`src/hw/rtl/xor_frame_checker_unit_assert.svh`:
```
// assertion macros for the frame checker rtl
// no dependencies; include with the bare file name
`ifndef XOR_FRAME_CHECKER_UNIT_ASSERT_SVH
`define XOR_FRAME_CHECKER_UNIT_ASSERT_SVH

// same-cycle implication
`define XFC_ASSERT_IMPL(lbl, clk, rstn, ante, cons, msg) \
	lbl: assert property (@(posedge clk) disable iff (!(rstn)) (ante) |-> (cons)) \
		else $error(msg);

// next-cycle implication
`define XFC_ASSERT_NEXT(lbl, clk, rstn, ante, cons, msg) \
	lbl: assert property (@(posedge clk) disable iff (!(rstn)) (ante) |=> (cons)) \
		else $error(msg);

`endif

```
`src/hw/rtl/xfc_pkg.sv`:
```
// types and constants for the xor frame checker
// no dependencies
package xfc_pkg;

	localparam logic [7:0] HEAD_CODE = 8'h01;
	localparam logic [7:0] ETX_CODE = 8'h03;
	localparam logic [7:0] CMD_RESET = 8'h01;
	localparam logic [16:0] SIZE_OVERHEAD = 17'd6;

	localparam logic [2:0] VERDICT_OK = 3'd0;
	localparam logic [2:0] VERDICT_CHECKSUM = 3'd1;
	localparam logic [2:0] VERDICT_ETX = 3'd2;
	localparam logic [2:0] VERDICT_HEAD = 3'd3;
	localparam logic [2:0] VERDICT_CMD = 3'd4;

	localparam int QUEUE_DEPTH = 2;

	typedef enum logic [2:0] {
		KIND_HEAD,
		KIND_CMD,
		KIND_BODY,
		KIND_ETX,
		KIND_LAST
	} kind_t;

	typedef struct packed {
		logic [7:0] data;
		kind_t kind;
		logic [16:0] size;
	} entry_t;

endpackage

```
`src/hw/rtl/xfc_queue.sv`:
```
// two-entry queue between the byte classifier and the checker
// depends on xfc_pkg and xor_frame_checker_unit_assert.svh
`include "xor_frame_checker_unit_assert.svh"
module xfc_queue (
	input  logic           clk,
	input  logic           arst_n,
	input  logic           push,
	input  xfc_pkg::entry_t push_entry,
	output logic           full,
	input  logic           pop,
	output logic           empty,
	output xfc_pkg::entry_t head_entry
);
	import xfc_pkg::*;

	localparam int PTR_W = (QUEUE_DEPTH > 1) ? $clog2(QUEUE_DEPTH) : 1;
	localparam int CNT_W = $clog2(QUEUE_DEPTH + 1);

	entry_t entry_q [QUEUE_DEPTH];
	logic [PTR_W-1:0] wr_ptr_q;
	logic [PTR_W-1:0] rd_ptr_q;
	logic [CNT_W-1:0] count_q;

	function automatic logic [PTR_W-1:0] next_ptr(input logic [PTR_W-1:0] ptr);
		if (ptr == PTR_W'(QUEUE_DEPTH - 1)) begin
			return '0;
		end
		return PTR_W'(ptr + PTR_W'(1));
	endfunction

	assign full = (count_q == CNT_W'(QUEUE_DEPTH));
	assign empty = (count_q == '0);
	assign head_entry = entry_q[rd_ptr_q];

	always_ff @(posedge clk) begin
		if (push) begin
			entry_q[wr_ptr_q] <= push_entry;
		end
	end

	always_ff @(posedge clk or negedge arst_n) begin
		if (!arst_n) begin
			wr_ptr_q <= '0;
			rd_ptr_q <= '0;
			count_q <= '0;
		end else begin
			if (push) begin
				wr_ptr_q <= next_ptr(wr_ptr_q);
			end
			if (pop) begin
				rd_ptr_q <= next_ptr(rd_ptr_q);
			end
			if (push && !pop) begin
				count_q <= CNT_W'(count_q + CNT_W'(1));
			end else if (pop && !push) begin
				count_q <= CNT_W'(count_q - CNT_W'(1));
			end
		end
	end

	`XFC_ASSERT_IMPL(a_no_push_full, clk, arst_n, push, !full, "push into full queue")
	`XFC_ASSERT_IMPL(a_no_pop_empty, clk, arst_n, pop, !empty, "pop from empty queue")
	`XFC_ASSERT_NEXT(a_push_fills, clk, arst_n, push && !pop, !empty, "pushed entry lost")

endmodule

```
`src/hw/rtl/xfc_front.sv`:
```
// byte classifier: tracks frame position and size, tags each byte
// depends on xfc_pkg
module xfc_front (
	input  logic            clk,
	input  logic            arst_n,
	input  logic            s_tvalid,
	output logic            s_tready,
	input  logic [7:0]      s_tdata,
	input  logic            s_tuser,
	output logic            push,
	output xfc_pkg::entry_t push_entry,
	input  logic            full
);
	import xfc_pkg::*;

	logic        in_frame_q;
	logic [16:0] pos_q;
	logic [16:0] size_q;

	logic        accept;
	logic        live;
	logic [16:0] pos_cur;
	logic [16:0] size_cur;
	logic [16:0] size_next;
	logic        frame_done;
	kind_t       kind;

	assign s_tready = !full;
	assign accept = s_tvalid && !full;
	assign live = s_tuser || in_frame_q;
	assign pos_cur = s_tuser ? '0 : pos_q;
	assign size_cur = s_tuser ? '0 : size_q;
	assign push = accept && live;

	always_comb begin
		size_next = size_cur;
		frame_done = 1'b0;
		priority if (pos_cur == 17'd0) begin
			kind = KIND_HEAD;
		end else if (pos_cur == 17'd1) begin
			kind = KIND_CMD;
		end else if (pos_cur == 17'd2) begin
			kind = KIND_BODY;
			size_next = {1'b0, s_tdata, 8'd0};
		end else if (pos_cur == 17'd3) begin
			kind = KIND_BODY;
			size_next = 17'(size_cur + {9'd0, s_tdata} + SIZE_OVERHEAD);
		end else if (pos_cur == 17'(size_cur - 17'd1)) begin
			kind = KIND_LAST;
			frame_done = 1'b1;
		end else if (pos_cur == 17'(size_cur - 17'd2)) begin
			kind = KIND_ETX;
		end else begin
			kind = KIND_BODY;
		end
	end

	assign push_entry = '{data: s_tdata, kind: kind, size: size_cur};

	always_ff @(posedge clk or negedge arst_n) begin
		if (!arst_n) begin
			in_frame_q <= 1'b0;
			pos_q <= '0;
			size_q <= '0;
		end else if (push) begin
			size_q <= size_next;
			if (frame_done) begin
				in_frame_q <= 1'b0;
				pos_q <= '0;
			end else begin
				in_frame_q <= 1'b1;
				pos_q <= 17'(pos_cur + 17'd1);
			end
		end
	end

endmodule

```
`src/hw/rtl/xfc_back.sv`:
```
// checker: xor accumulation, field capture, verdict and output register
// depends on xfc_pkg
module xfc_back (
	input  logic            clk,
	input  logic            arst_n,
	input  logic            cfg_wen,
	input  logic [7:0]      cfg_wdata,
	input  logic            empty,
	input  xfc_pkg::entry_t head_entry,
	output logic            pop,
	output logic            m_tvalid,
	input  logic            m_tready,
	output logic [31:0]     m_tdata
);
	import xfc_pkg::*;

	logic [7:0]  exp_cmd_q;
	logic [7:0]  xor_q;
	logic [7:0]  head_q;
	logic [7:0]  cmd_q;
	logic        etx_ok_q;
	logic        out_valid_q;
	logic [2:0]  verdict_q;
	logic [16:0] size_out_q;
	logic [7:0]  cmd_out_q;

	logic        out_free;
	logic        is_last;
	logic        load;
	logic [2:0]  verdict;

	assign out_free = !out_valid_q || m_tready;
	assign is_last = (head_entry.kind == KIND_LAST);
	assign pop = !empty && (!is_last || out_free);
	assign load = pop && is_last;

	always_comb begin
		priority if (head_entry.data != xor_q) begin
			verdict = VERDICT_CHECKSUM;
		end else if (!etx_ok_q) begin
			verdict = VERDICT_ETX;
		end else if (head_q != HEAD_CODE) begin
			verdict = VERDICT_HEAD;
		end else if (cmd_q != exp_cmd_q) begin
			verdict = VERDICT_CMD;
		end else begin
			verdict = VERDICT_OK;
		end
	end

	always_ff @(posedge clk or negedge arst_n) begin
		if (!arst_n) begin
			exp_cmd_q <= CMD_RESET;
			xor_q <= '0;
			head_q <= '0;
			cmd_q <= '0;
			etx_ok_q <= 1'b0;
			out_valid_q <= 1'b0;
		end else begin
			if (cfg_wen) begin
				exp_cmd_q <= cfg_wdata;
			end
			if (pop) begin
				unique case (head_entry.kind)
					KIND_HEAD: begin
						head_q <= head_entry.data;
						cmd_q <= '0;
						etx_ok_q <= 1'b0;
						xor_q <= head_entry.data;
					end
					KIND_CMD: begin
						cmd_q <= head_entry.data;
						xor_q <= xor_q ^ head_entry.data;
					end
					KIND_BODY: begin
						xor_q <= xor_q ^ head_entry.data;
					end
					KIND_ETX: begin
						etx_ok_q <= (head_entry.data == ETX_CODE);
						xor_q <= xor_q ^ head_entry.data;
					end
					KIND_LAST: begin
					end
					default: begin
					end
				endcase
			end
			if (load) begin
				out_valid_q <= 1'b1;
			end else if (m_tready) begin
				out_valid_q <= 1'b0;
			end
		end
	end

	always_ff @(posedge clk) begin
		if (load) begin
			verdict_q <= verdict;
			size_out_q <= head_entry.size;
			cmd_out_q <= cmd_q;
		end
	end

	assign m_tvalid = out_valid_q;
	assign m_tdata = {4'd0, cmd_out_q, size_out_q, verdict_q};

endmodule

```
`src/hw/rtl/xor_frame_checker_unit.sv`:
```
// top level of the xor frame checker
// depends on xfc_pkg, xfc_front, xfc_queue and xfc_back
//
// usage:
// bytes enter on the s_ channel, one per accepted request; s_tuser high marks
// the first byte of a frame and restarts parsing, dropping any open frame.
// bytes outside a frame without s_tuser are taken and discarded.
// a frame is head, command, 16-bit big-endian length, payload, etx, xor byte.
// after the last byte of a frame one result leaves on the m_ channel with the
// verdict (checksum, etx, head, command, in that order), size and command.
// cfg_wen/cfg_wdata set the expected command code; the user must write them only
// while the block is idle, the block does not enforce it. throughput: one byte per
// cycle while s_tready is high; the classifier, the two-entry queue and the checker
// each take a byte every cycle. m_tvalid rises once the checker pops the last byte.
// when m_tready is low the result holds in the output register; the checker
// keeps consuming payload bytes and only waits at the next frame end, where
// the waiting last byte and one more byte fill the queue and drop s_tready.
// reset clears the parser, queue and output; expected command resets to 0x01.
module xor_frame_checker_unit (
	input  logic        clk,
	input  logic        arst_n,
	input  logic        s_tvalid,
	output logic        s_tready,
	input  logic [7:0]  s_tdata,   // frame_byte
	input  logic        s_tuser,   // frame_start
	output logic        m_tvalid,
	input  logic        m_tready,
	output logic [31:0] m_tdata,   // verdict[2:0], frame_size[19:3], command_seen[27:20]
	input  logic        cfg_wen,
	input  logic [7:0]  cfg_wdata
);
	import xfc_pkg::*;

	logic   push;
	logic   pop;
	logic   full;
	logic   empty;
	entry_t push_entry;
	entry_t head_entry;

	xfc_front u_front (
		.clk        (clk),
		.arst_n     (arst_n),
		.s_tvalid   (s_tvalid),
		.s_tready   (s_tready),
		.s_tdata    (s_tdata),
		.s_tuser    (s_tuser),
		.push       (push),
		.push_entry (push_entry),
		.full       (full)
	);

	xfc_queue u_queue (
		.clk        (clk),
		.arst_n     (arst_n),
		.push       (push),
		.push_entry (push_entry),
		.full       (full),
		.pop        (pop),
		.empty      (empty),
		.head_entry (head_entry)
	);

	xfc_back u_back (
		.clk        (clk),
		.arst_n     (arst_n),
		.cfg_wen    (cfg_wen),
		.cfg_wdata  (cfg_wdata),
		.empty      (empty),
		.head_entry (head_entry),
		.pop        (pop),
		.m_tvalid   (m_tvalid),
		.m_tready   (m_tready),
		.m_tdata    (m_tdata)
	);

endmodule

```
`config.mk`:
```
export PLATFORM = sky130hd
export DESIGN_NAME = xor_frame_checker_unit
export DESIGN_NICKNAME = d
export VERILOG_FILES = /design/src/hw/rtl/xfc_pkg.sv /design/src/hw/rtl/xfc_queue.sv /design/src/hw/rtl/xfc_front.sv /design/src/hw/rtl/xfc_back.sv /design/src/hw/rtl/xor_frame_checker_unit.sv
export VERILOG_INCLUDE_DIRS = /design/src /design/src/hw/rtl
export SDC_FILE = /design/constraint.sdc
export NUM_CORES = 1
export LEC_CHECK = 0
export BUFFER_PORTS_ARGS = -buffer_cell sky130_fd_sc_hd__buf_2
export CAP_MARGIN = 0
export CORE_MARGIN = 2
export CORE_UTILIZATION = 40
export CTS_BUF_LIST = sky130_fd_sc_hd__clkbuf_8
export DETAILED_ROUTE_END_ITERATION = 6
export MAX_ROUTING_LAYER = met4
export SYNTH_ARGS = -nofsm -noshare
export SYNTH_HDL_FRONTEND = slang
export SYNTH_HIERARCHICAL = 1
export SYNTH_SLANG_ARGS = --single-unit
```
`constraint.sdc`:
```
create_clock -name clk -period 5.2 [get_ports clk]
set_input_delay 0.52 -clock clk [delete_from_list [all_inputs] [get_ports clk]]
set_output_delay 0.52 -clock clk [all_outputs]
set_load 0.02 [all_outputs]
```
=== Word-level counts from Yosys, hierarchy flattened ===
Memories as Yosys holds them, arrays and structs flattened.
Index checks and enable logic that the tools add are counted.

* Register bits after elaboration: 101
* Latch bits: 0
* Bits in writable memories: 56
* Bits in read-only memories: 0
* Bits of input ports: 22
* Output and inout bits: 34
* Logic and storage cells: 110
* Memories kept: 1

* $add $sub $neg: 9
* Multiply operators: 0
* Divide/modulo/power cells: 0
* $lt $le $gt $ge: 0
* Equality and inequality tests: 14
* Shift-type cells: 0
* Mux-type cells: 39
* Bitwise gates (word level): 2
* Reduce and logical (&&, ||, !) cells: 29

{| class="wikitable"
|+ Memory list
! name !! words !! width !! read ports !! clocked after Yosys merged registers in !! write ports !! RTL line !! RTL
|-
| u_queue.entry_q || 2 || 28 || 1 || 0 || 1 || xfc_queue.sv:19 || <nowiki>entry_t entry_q [QUEUE_DEPTH];</nowiki>
|}

{| class="wikitable"
|+ Operators by type and width
! cell !! count
|-
| $mux 17 || 7
|-
| $eq 17x17->1 || 2
|-
| $eq 17x2->1 const B || 2
|-
| $pmux 8 s2 || 2
|-
| $mux 1 || 19
|-
| $mux 3 || 6
|-
| $add 17x1->17 const B || 1
|-
| $add 17x3->17 const B || 1
|-
| $add 17x8->17 || 1
|-
| $eq 17x1->1 const B || 1
|-
| $logic_not 17->1 || 1
|-
| $sub 17x1->17 const B || 1
|-
| $sub 17x2->17 const B || 1
|-
| $ne 8x8->1 || 2
|-
| $reduce_bool 2->1 || 5
|-
| $eq 8x2->1 const B || 1
|-
| $mux 2 || 4
|-
| $ne 8x1->1 const B || 1
|-
| $reduce_and 2->1 || 4
|-
| $xor 8x8->8 || 1
|-
| $eq 3x2->1 const B || 2
|-
| $logic_and 1x1->1 || 6
|-
| $logic_not 1->1 || 6
|-
| $reduce_or 3->1 || 2
|-
| other kinds (11) || 14
|}

=== Logic depth before layout (Yosys ltp) ===
Gate-level depths: netlist (run 1).

* Word-level depth: 9
* Depth in mapped cells: 17

=== Cells and area by module ===
Netlist (run 1), hierarchy kept.

{| class="wikitable"
|+ By module, submodules not included
! module !! instances !! cells each !! area an instance (um2) !! seq. area each (um2)
|-
| xfc_front || 1 || 529 || 3956.3 || 875.8
|-
| xfc_back || 1 || 183 || 2523.7 || 1692.9
|-
| xfc_queue || 1 || 103 || 2254.7 || 1781.7
|}

=== Worst setup path after synthesis (run 1) ===
Ideal clock, no wire load.

* Path type: in2reg
* From: input port s_tuser
* To: register u_front.size_q[9]
* Arrival: 4308 ps
* Required time: 5133 ps
* Setup slack: 826 ps
* Stages: 17
* Buffers on the path: 6
* Cell sequence: clkbuf_1 > buf_1 > buf_2 > buf_1 > clkbuf_1 > clkbuf_1 > nor2b_1 > ha_1 > ha_1 > nor2b_1 > o21ai_0 > a21boi_0 > o21ai_0 > a21o_1 > or4_1 > a211oi_1 > a221o_1

{| class="wikitable"
|+ RTL lines
! item !! RTL line !! RTL
|-
| start: declaration || xor_frame_checker_unit.sv:25 || <nowiki>input logic s_tuser,</nowiki>
|-
| end signal: assignment || xfc_front.sv:66 || <nowiki>size_q <= size_next;</nowiki>
|-
| end: declaration || xfc_front.sv:18 || <nowiki>logic [16:0] size_q;</nowiki>
|}

==> results of run 1 <==
area by class of cell:
class / count / area share, %
Clock buffer: 17 / 2.47
Multi-Input combinational cell: 571 / 41.8
Sequential cell: 157 / 45.9
Tap cell: 280 / 3.70
Clock inverter: 15 / 1.70
Inverter: 25 / 0.991
Timing Repair Buffer: 59 / 3.36
worst max-delay path, cell delays in order (launching register included):
cell and delay (ps):
dfrtp_1 560, nor2b_1 390, inv_1 90, ha_1 350, o21ai_0 200, o311ai_0 200, a2111o_1 400, nor4b_1 310
nand4_1 150, a211oi_2 210, buf_4 220, or2_4 260, o211ai_1 130
sequential cells by signal, indices dropped and copies added, names as in the netlist, 2 cells and up:
signal,flops
u_queue/entry_q,56
u_back/size_out_q,17
u_front/pos_q,17
u_front/size_q,17
u_back/cmd_out_q,8
u_back/cmd_q,8
u_back/exp_cmd_q,8
u_back/head_q,8
u_back/xor_q,8
u_back/verdict_q,3
u_queue/count_q,2
power by group:
part	total [uW]	switching [uW]	internal (uW)
logic	1690	984	709
registers	2010	309	1700
clock network	929	494	435
layer usage:
layer,wire [um],part of all wire (%)
met1,9580,47
met5,0,0
met2,9510,47
met4,406,2.0
met3,911,4.5
how the worst min path moves through the flow:
stage | end | cells past startpoint | start
2_1_floorplan | u_back/cmd_q[0] | 0 | arst_n
3_3_place_gp | u_back/cmd_out_q[7] | 0 | u_back/cmd_q[7]
3_5_place_dp | u_queue/count_q[1] | 1 | u_queue/count_q[1]
4_1_cts | u_back/head_q[7] | 1 | arst_n
5_1_grt | u_back/exp_cmd_q[7] | 2 | cfg_wdata[7]
6_report | u_back/head_q[7] | 1 | arst_n
kinds of logic (layout without fill, tap and decap cells):
group                    Yosys count  in the layout  synth area share (%)
XOR/XNOR                          58             58                  5.82
multiplexers                      53             53                  7.33
buffers and inverters             90            116                  5.01
AND/OR/NAND/NOR                  272            272                  16.4
other                              1              4                0.0429
adder cells (fa/ha/maj)           24             24                  3.52
AO/OA/AOI/OAI                    160            160                  12.0
flip-flops                       157            157                  49.8
metrics by stage:
stage	setup WS (ps)	util [%]
after global routing	1320	43.8
after global placement	1370	42.0
after detailed placement	1270	42.0
final	1590	43.8
after CTS	1640	43.8
after floorplan	826	-
synthesized netlist by cell type (6+ instances only):
master     n  share of area (%)
edfxtp_1  84                 29
dfrtp_1   72                 21
nand2_1   72                3.1
nor2_1    54                2.3
clkbuf_1  40                1.7
o21ai_0   39                2.2
a21oi_1   37                2.1
mux2_2    32                4.1
xnor2_1   31                3.1
xor2_1    27                2.7
inv_1     25                1.1
nor3_1    24                1.4
ha_1      23                3.3
nor2b_1   23                1.6
buf_4     15                1.3
mux2_4    14                2.4
nor4_1    14                1.0
o21ai_1   14               0.80
nand4_1   12               0.86
or4_1     11               0.95
nand3_1   10               0.57
o31ai_1   10               0.86
a311oi_1   8               0.80
nand2b_1   8               0.57
and3_1     7               0.50
mux2i_1    7               0.80
a31oi_1    6               0.43
nor3b_1    6               0.52
or3_1      6               0.43
==> qor.yml, run 1 <==
status: "complete, no violations"
antenna_cells: 0
clk_latency_ps: 460
post_cts_buffers: 0
overflow: 0
rsz0062_at_grt: "no"
finalNetCount: 877
cts.path.max_buffers: 2
synthArstFlopShare_pct: 46.5
syn_area_um2: 8730
core_um2: 21600
die_height_um: 152
p_total_uw: 4630
clk_pin_slew_ps: 90
wl_per_cell_um: 18.2
start_util_pct: 40.4
r2r_setup_slack_ps: 1590
gp_congestion: 0.920
netlist_instances: 815
first_pass_iters: 5
placedCellCount: 1092
place_area_um2: 9070
multi_input_area_um2: 3960
endpoint_kind: "flop"
slew_headroom_pct: 32.4
cp.required_ps: 5540
drv_cap: 0
critPathLaunch: "u_front/size_q[0]"
r2r-end: "u_front/pos_q[5]"
synth_edf_count: 84
fillers: 2093
arrival_ps: 3950
leakagePower_uw: 0.00373
worst_clock_skew_ps: 12.3
layout_common_cells: "edfxtp_1, nand2_1, dfrtp_1, nor2_1, buf_2"
r2r-start: "u_front/size_q[0]"
rows: 54
final_common_cell: "edfxtp_1"
root_buffer: "clkbuf_8"
critPathMaxFanout: 14
met3_usage_pct: 3.56
holdCritPathClass: "input pin to async pin"
hold_viol_final: 0
vias: 6236
grt_pass1_vias: 5888
critPathCapture: "u_front/pos_q[5]"
busiest_layer: "met2"
hold-worst-slack_ps: 216
setup_tns_ps: 0
grt_pass1_wl_um: 32500
avgViaCountPerCell: 5.55
synthFlopType: "edfxtp_1"
io_pins: 56
antenna_left: 0
ys.warnings.count: 6
grt_use_total_pct: 19.0
reg2regPathDepth: 12
port_buffers: 51
min_period_ps: 3610
cts.sinks: 157
htreeDepth: 4
syn2layout_area_growth_pct: 8.42
die_x_um: 152
max_freq_ghz: 0.277
crit_type: "flop to flop"
grt_max_degree: 74
tritoncts: "yes"
period_share_pct: 69.4
post-dp-hpwl_um: 14400
dieArea_um2: 23000
fin_cells: 1124
cp-start-kind: "flop"
maxSlewViolCount: 0
drt-initial-drc-count: 505
hold_buffers: 0
ir_drop_uv: 177
ys_ff_latch: 157
drc: 0
tightestPinTransition_ps: 1010
seq_area_um2: 4350
finish.instance_area_um2: 9470
grtUsageMet1_pct: 25.5
ys_types: 72
use_met2_pct: 29.5
syn_area_per_cell_um2: 10.7
wl_um: 20400
setup_viol: 0
antenna_found_initial: 0
drive_gt1_share_pct: 18.2
power_density_nw_per_um2: 489
cts_resized: 0
ys_seq_area_share_pct: 49.8
cts_inserted_buffers: 17
(Power assumes the default switching activity.)
==> run 2: changes to the inputs <==
ABC_AREA = 1   (was not set)
clock period = 3.45 ns   (was 5.2 ns; I/O delays follow)
==> run 2 against run 1 <==
Compared with the run above: routed wire length up 14%; non-clock buffer count up 15; global-route usage up 1.1 points; power up 58%; combinational power up 84%; register-to-register slack worse by 1100 ps; hold slack worse by 190 ps; sequential power up 41%; flip-flop and latch count unchanged; first-iteration DRC count up 28%; clock-buffer cell count unchanged; synthesized cell count up 38%; highest routed layer unchanged.
==> qor.yml, run 2 <==
ys_types: 47
first_pass_iters: 5
cpMostUsedCell: "nand2_1"
tritoncts: "yes"
r2r-end: "u_front/size_q[11]"
setup_tns_ps: 0
start_util_pct: 40.4
cts_inserted_buffers: 17
grt_pass1_vias: 7033
synth_mux_area_share_pct: 3.87
port_buffers: 51
grt_pass1_wl_um: 37300
post-dp-hpwl_um: 17400
critPathMaxFanout: 5
critPathLaunch: "u_front/size_q[1]"
ys_ff_latch: 157
synthTopCellsByArea: "edfxtp_1, dfrtp_1, nand2_1"
slew_headroom_pct: 22.8
antenna_left: 0
syn2layout_area_growth_pct: 10.5
die_x_um: 157
min_period_ps: 2950
arrival_ps: 3310
netlist.area_leader.share_pct: 26.8
synth_edf_count: 84
wl_um: 23300
largest_register_ff_count: 56
drt-initial-drc-count: 648
place_area_um2: 9990
clk_latency_ps: 470
worst_clock_skew_ps: 21.5
synth-simple-area-share_pct: 26.0
r2r_setup_slack_ps: 500
wl_per_cell_um: 15.4
cp.required_ps: 3810
core_um2: 23300
grt_use_total_pct: 20.1
power_density_nw_per_um2: 704
antenna_cells: 0
cp-start-kind: "flop"
top_register: "u_queue/entry_q"
drv_cap: 0
syn_area_per_cell_um2: 8.37
setup_viol: 0
drc: 0
rsz0062_at_grt: "no"
period_share_pct: 85.4
path_cells: "inv_1 > nor2_1 > inv_1 > ha_1 > inv_1 > ha_1 > inv_1 > fa_1 > o21ai_0 > nand2_1 > nand2_1 > nand2_1 > nand2_1 > nand2_1 > nand2_1 > nand3_1 > o21ai_0 > nand2_1 > nand3_1 > nand2_1"
synth_compound_area_share_pct: 8.52
cts.sinks: 157
synthArstFlopShare_pct: 46.5
hold_viol_final: 0
holdCritPathClass: "input pin to async pin"
syn_area_um2: 9400
reg2regPathDepth: 20
synth_common_cells: "nand2_1, inv_1, nor2_1"
hold_buffers: 0
tightestPinTransition_ps: 1160
htreeDepth: 4
ys.warnings.count: 6
root_buffer: "clkbuf_8"
synth_fa_ha_area_share_pct: 3.27
leakagePower_uw: 0.00503
post_cts_buffers: 0
dieArea_um2: 24700
gp_congestion: 0.986
maxSlewViolCount: 0
cpPeakStageDelay_ps: 430
overflow: 0
ys_seq_area_share_pct: 46.3
crit_buf_inv: 4
endpoint_kind: "flop"
grt_max_degree: 74
rows: 56
synthFlopType: "edfxtp_1"
cts.path.max_buffers: 2
crit_type: "flop to flop"
antenna_found_initial: 0
io_pins: 56
ir_drop_uv: 251
vias: 7579
cts_resized: 0
fillers: 2309
path_depth: 20
path_delay_family: "adder cells"
clk_pin_slew_ps: 110
die_height_um: 157
max_freq_ghz: 0.339
placedCellCount: 1482
avgViaCountPerCell: 5.01
netlist_instances: 1123
drive_gt1_share_pct: 16.2
synthXorXnorAreaFrac_pct: 2.98
critPathCapture: "u_front/size_q[11]"
fin_cells: 1514
synth_top_family_by_area: "simple AND/OR/NAND/NOR gates"
cp_slowest_cell: "fa_1"
layout_common_cells: "nand2_1, inv_1, nor2_1, nand3_1, edfxtp_1"
final_common_cell: "nand2_1"
status: "complete, no violations"
finalNetCount: 1228
synth_most_common_cell: "nand2_1"
finish.instance_area_um2: 10400
synth_largest_area_cell: "edfxtp_1"
r2r-start: "u_front/size_q[1]"
run 2: cell type report:
cell class / instances / area (um^2) / area share (%)
clock inverters: 15 / 168 / 1.61
inverters: 149 / 562 / 5.41
clock buffers: 17 / 234 / 2.25
multi-input cells: 783 / 4220 / 40.6
well taps: 319 / 399 / 3.84
flip-flops and latches: 157 / 4350 / 41.9
repair buffers: 74 / 455 / 4.38
run 2: worst min path at each step:
stage | startpoint | end
finish | arst_n | u_back/exp_cmd_q[6]
global route | cfg_wdata[6] | u_back/exp_cmd_q[6]
CTS | cfg_wdata[6] | u_back/exp_cmd_q[6]
detailed placement | u_back/cmd_q[1] | u_back/cmd_out_q[1]
global placement | u_back/cmd_q[0] | u_back/cmd_out_q[0]
floorplan | arst_n | u_back/cmd_q[0]
run 2: routing by layer:
layer / wire length (um) / global-route usage, % / vias up / part of all wire [%]
met5: 0 / - / - / 0
met4: 607 / 6.15 / 0 / 2.6
met3: 1080 / 3.69 / 34 / 4.6
met2: 11300 / 32.9 / 210 / 48
met1: 10400 / 25.6 / 3560 / 44
li1: - / - / 3775 / -
run 2: report_power, final:
part / switching (uW) / total, uW / leakage (uW) / internal (uW)
Clock: 826 / 1380 / 0.000204 / 552
Sequential: 275 / 2830 / 0.00172 / 2550
Combinational: 2030 / 3110 / 0.00310 / 1080
run 2: kinds of logic (layout without fill, tap and decap cells):
kind of cell,count (synthesis),after routing
compound gates,135,135
xor+xnor,32,32
fa+ha+maj,24,24
buf+inv,186,255
flops,157,157
mux,29,29
other cells,1,4
simple gates,559,559
run 2: metrics by stage:
stage	util, %	total power (uW)	setup WS [ps]	hold slack [ps]
after floorplan	-	5180	572	49.4
after global placement	42.9	5910	525	457
after detailed placement	42.9	5970	454	458
after CTS	44.7	7370	544	43.6
after global routing	44.7	7870	219	55.8
final	44.7	7320	504	29.3
==> run 3: changes to the inputs <==
HOLD_SLACK_MARGIN = 0.12   (was not set)
==> run 3 against run 2 <==
Compared with the run above: sequential share of layout area fell by 0.52 points; combinational power barely moved; clock-buffer cell count did not move; register-to-register slack barely moved; hold slack improved by 120 ps; critical path depth did not move; clock power barely moved.
==> qor.yml, run 3 (same netlist as run 2, synthesis figures left out) <==
leakagePower_uw: 0.00508
r2r_setup_slack_ps: 500
hold_viol_final: 0
swShare_pct: 42.8
fillers: 2292
drt-initial-drc-count: 637
die_height_um: 157
clkPwrFrac_pct: 18.8
gp_congestion: 0.986
largest_register_ff_count: 56
period_share_pct: 85.4
avgViaCountPerCell: 5.01
dieArea_um2: 24700
wl_um: 23400
top_register: "u_queue/entry_q"
antenna_cells: 0
core_um2: 23300
grt_use_total_pct: 20.1
seq_area_um2: 4350
drv_cap: 0
crit_buf_inv: 4
setup_tns_ps: 0
hold_path.startpoint: "s_tdata[5]"
cts.sinks: 157
hold_buffers: 12
p_seq_share_pct: 38.5
status: "complete, no violations"
rows: 56
hold-worst-slack_ps: 148
max_freq_ghz: 0.340
post_cts_buffers: 0
cpPeakStageDelay_ps: 430
root_buffer: "clkbuf_8"
grt_max_degree: 74
grt_pass1_wl_um: 37300
antenna_found_initial: 0
overflow: 0
multi_input_area_um2: 4220
cp-start-kind: "flop"
first_pass_iters: 5
min_to: "u_queue/entry_q[0][25]"
io_pins: 56
arrival_ps: 3310
reg2regPathDepth: 20
pwr-share-comb_pct: 42.6
clk_latency_ps: 470
tritoncts: "yes"
path_cells: "inv_1 > nor2_1 > inv_1 > ha_1 > inv_1 > ha_1 > inv_1 > fa_1 > o21ai_0 > nand2_1 > nand2_1 > nand2_1 > nand2_1 > nand2_1 > nand2_1 > nand3_1 > o21ai_0 > nand2_1 > nand3_1 > nand2_1"
cts_inserted_buffers: 17
r2r-start: "u_front/size_q[1]"
power_density_nw_per_um2: 697
post-dp-hpwl_um: 17400
ir_drop_uv: 251
syn2layout_area_growth_pct: 11.9
vias: 7657
r2r-end: "u_front/size_q[11]"
die_x_um: 157
final_common_cell: "nand2_1"
port_buffers: 51
endpoint_kind: "flop"
setup_viol: 0
critPathMaxFanout: 5
path_delay_family: "adder cells"
grt_pass1_vias: 7073
cts_resized: 0
tightestPinTransition_ps: 1160
start_util_pct: 40.4
cpMostUsedCell: "nand2_1"
clk_pin_slew_ps: 100
wl_per_cell_um: 15.3
layout_common_cells: "nand2_1, inv_1, nor2_1, nand3_1, edfxtp_1"
cts.path.max_buffers: 2
crit_type: "flop to flop"
p_sw_uw: 3140
rsz0062_at_grt: "no"
maxSlewViolCount: 0
finalNetCount: 1241
hold_depth: 1
antenna_left: 0
p_int_uw: 4190
worst_clock_skew_ps: 20.9
holdCritPathClass: "input pin to flop"
drive_gt1_share_pct: 16.1
min_period_ps: 2950
htreeDepth: 4
drc: 0
cp_slowest_cell: "fa_1"
slew_headroom_pct: 22.8
cp.required_ps: 3810
## run 3: how the worst max path moves through the flow
stage / cells past startpoint / slack (ps) / to / start
after floorplan: 6 / 570 / u_back/cmd_out_q[0] / u_queue/rd_ptr_q
after global placement: 20 / 530 / u_front/size_q[11] / s_tuser
after detailed placement: 20 / 450 / u_front/size_q[11] / s_tuser
after CTS: 20 / 540 / u_front/size_q[11] / u_front/size_q[1]
after global routing: 20 / 220 / u_front/size_q[11] / u_front/size_q[1]
final: 20 / 500 / u_front/size_q[11] / u_front/size_q[1]
## run 3: stage by stage
step	power, uW	cell area, um^2	setup WS [ps]	cells	utilization, %
floorplan	5180	9410	572	1126	-
global placement	5910	9990	525	1482	42.9
detailed placement	5970	9990	454	1482	42.9
CTS	7380	10500	544	1526	45.2
global route	7880	10500	219	1527	45.2
finish	7330	10500	505	1527	45.2
## run 3: worst reg2reg max path, cell delays in order (launching register included)
cell and delay [ps]:
dfrtp_1 390, inv_1 90, nor2_1 60, inv_1 160, ha_1 260, inv_1 60, ha_1 180, inv_1 70
fa_1 430, o21ai_0 310, nand2_1 80, nand2_1 180, nand2_1 70, nand2_1 70, nand2_1 50, nand2_1 50
nand3_1 50, o21ai_0 80, nand2_1 70, nand3_1 80, nand2_1 50
## run 3: area by class of cell
type	instances	share of cell area [%]
Sequential cell	157	41.4
Multi-Input combinational cell	783	40.1
Timing Repair Buffer	87	5.57
Inverter	149	5.34
Tap cell	319	3.79
Clock buffer	17	2.22
Clock inverter	15	1.59
## run 3: metal layers
layer	part of all wire [%]	GRT usage, %	vias up
met5	0	-	-
met4	2.4	6.15	0
met3	4.4	3.66	38
met2	49	32.9	209
met1	45	25.5	3603
li1	-	-	3807
## run 3: power groups by stage
stage	logic, uW	registers [uW]	clock network, uW
final	3120	2820	1380
after global routing	3500	2880	1500
after CTS	3130	2830	1420
after detailed placement	3110	2860	0
after global placement	3060	2850	0
after floorplan	2310	2880	0
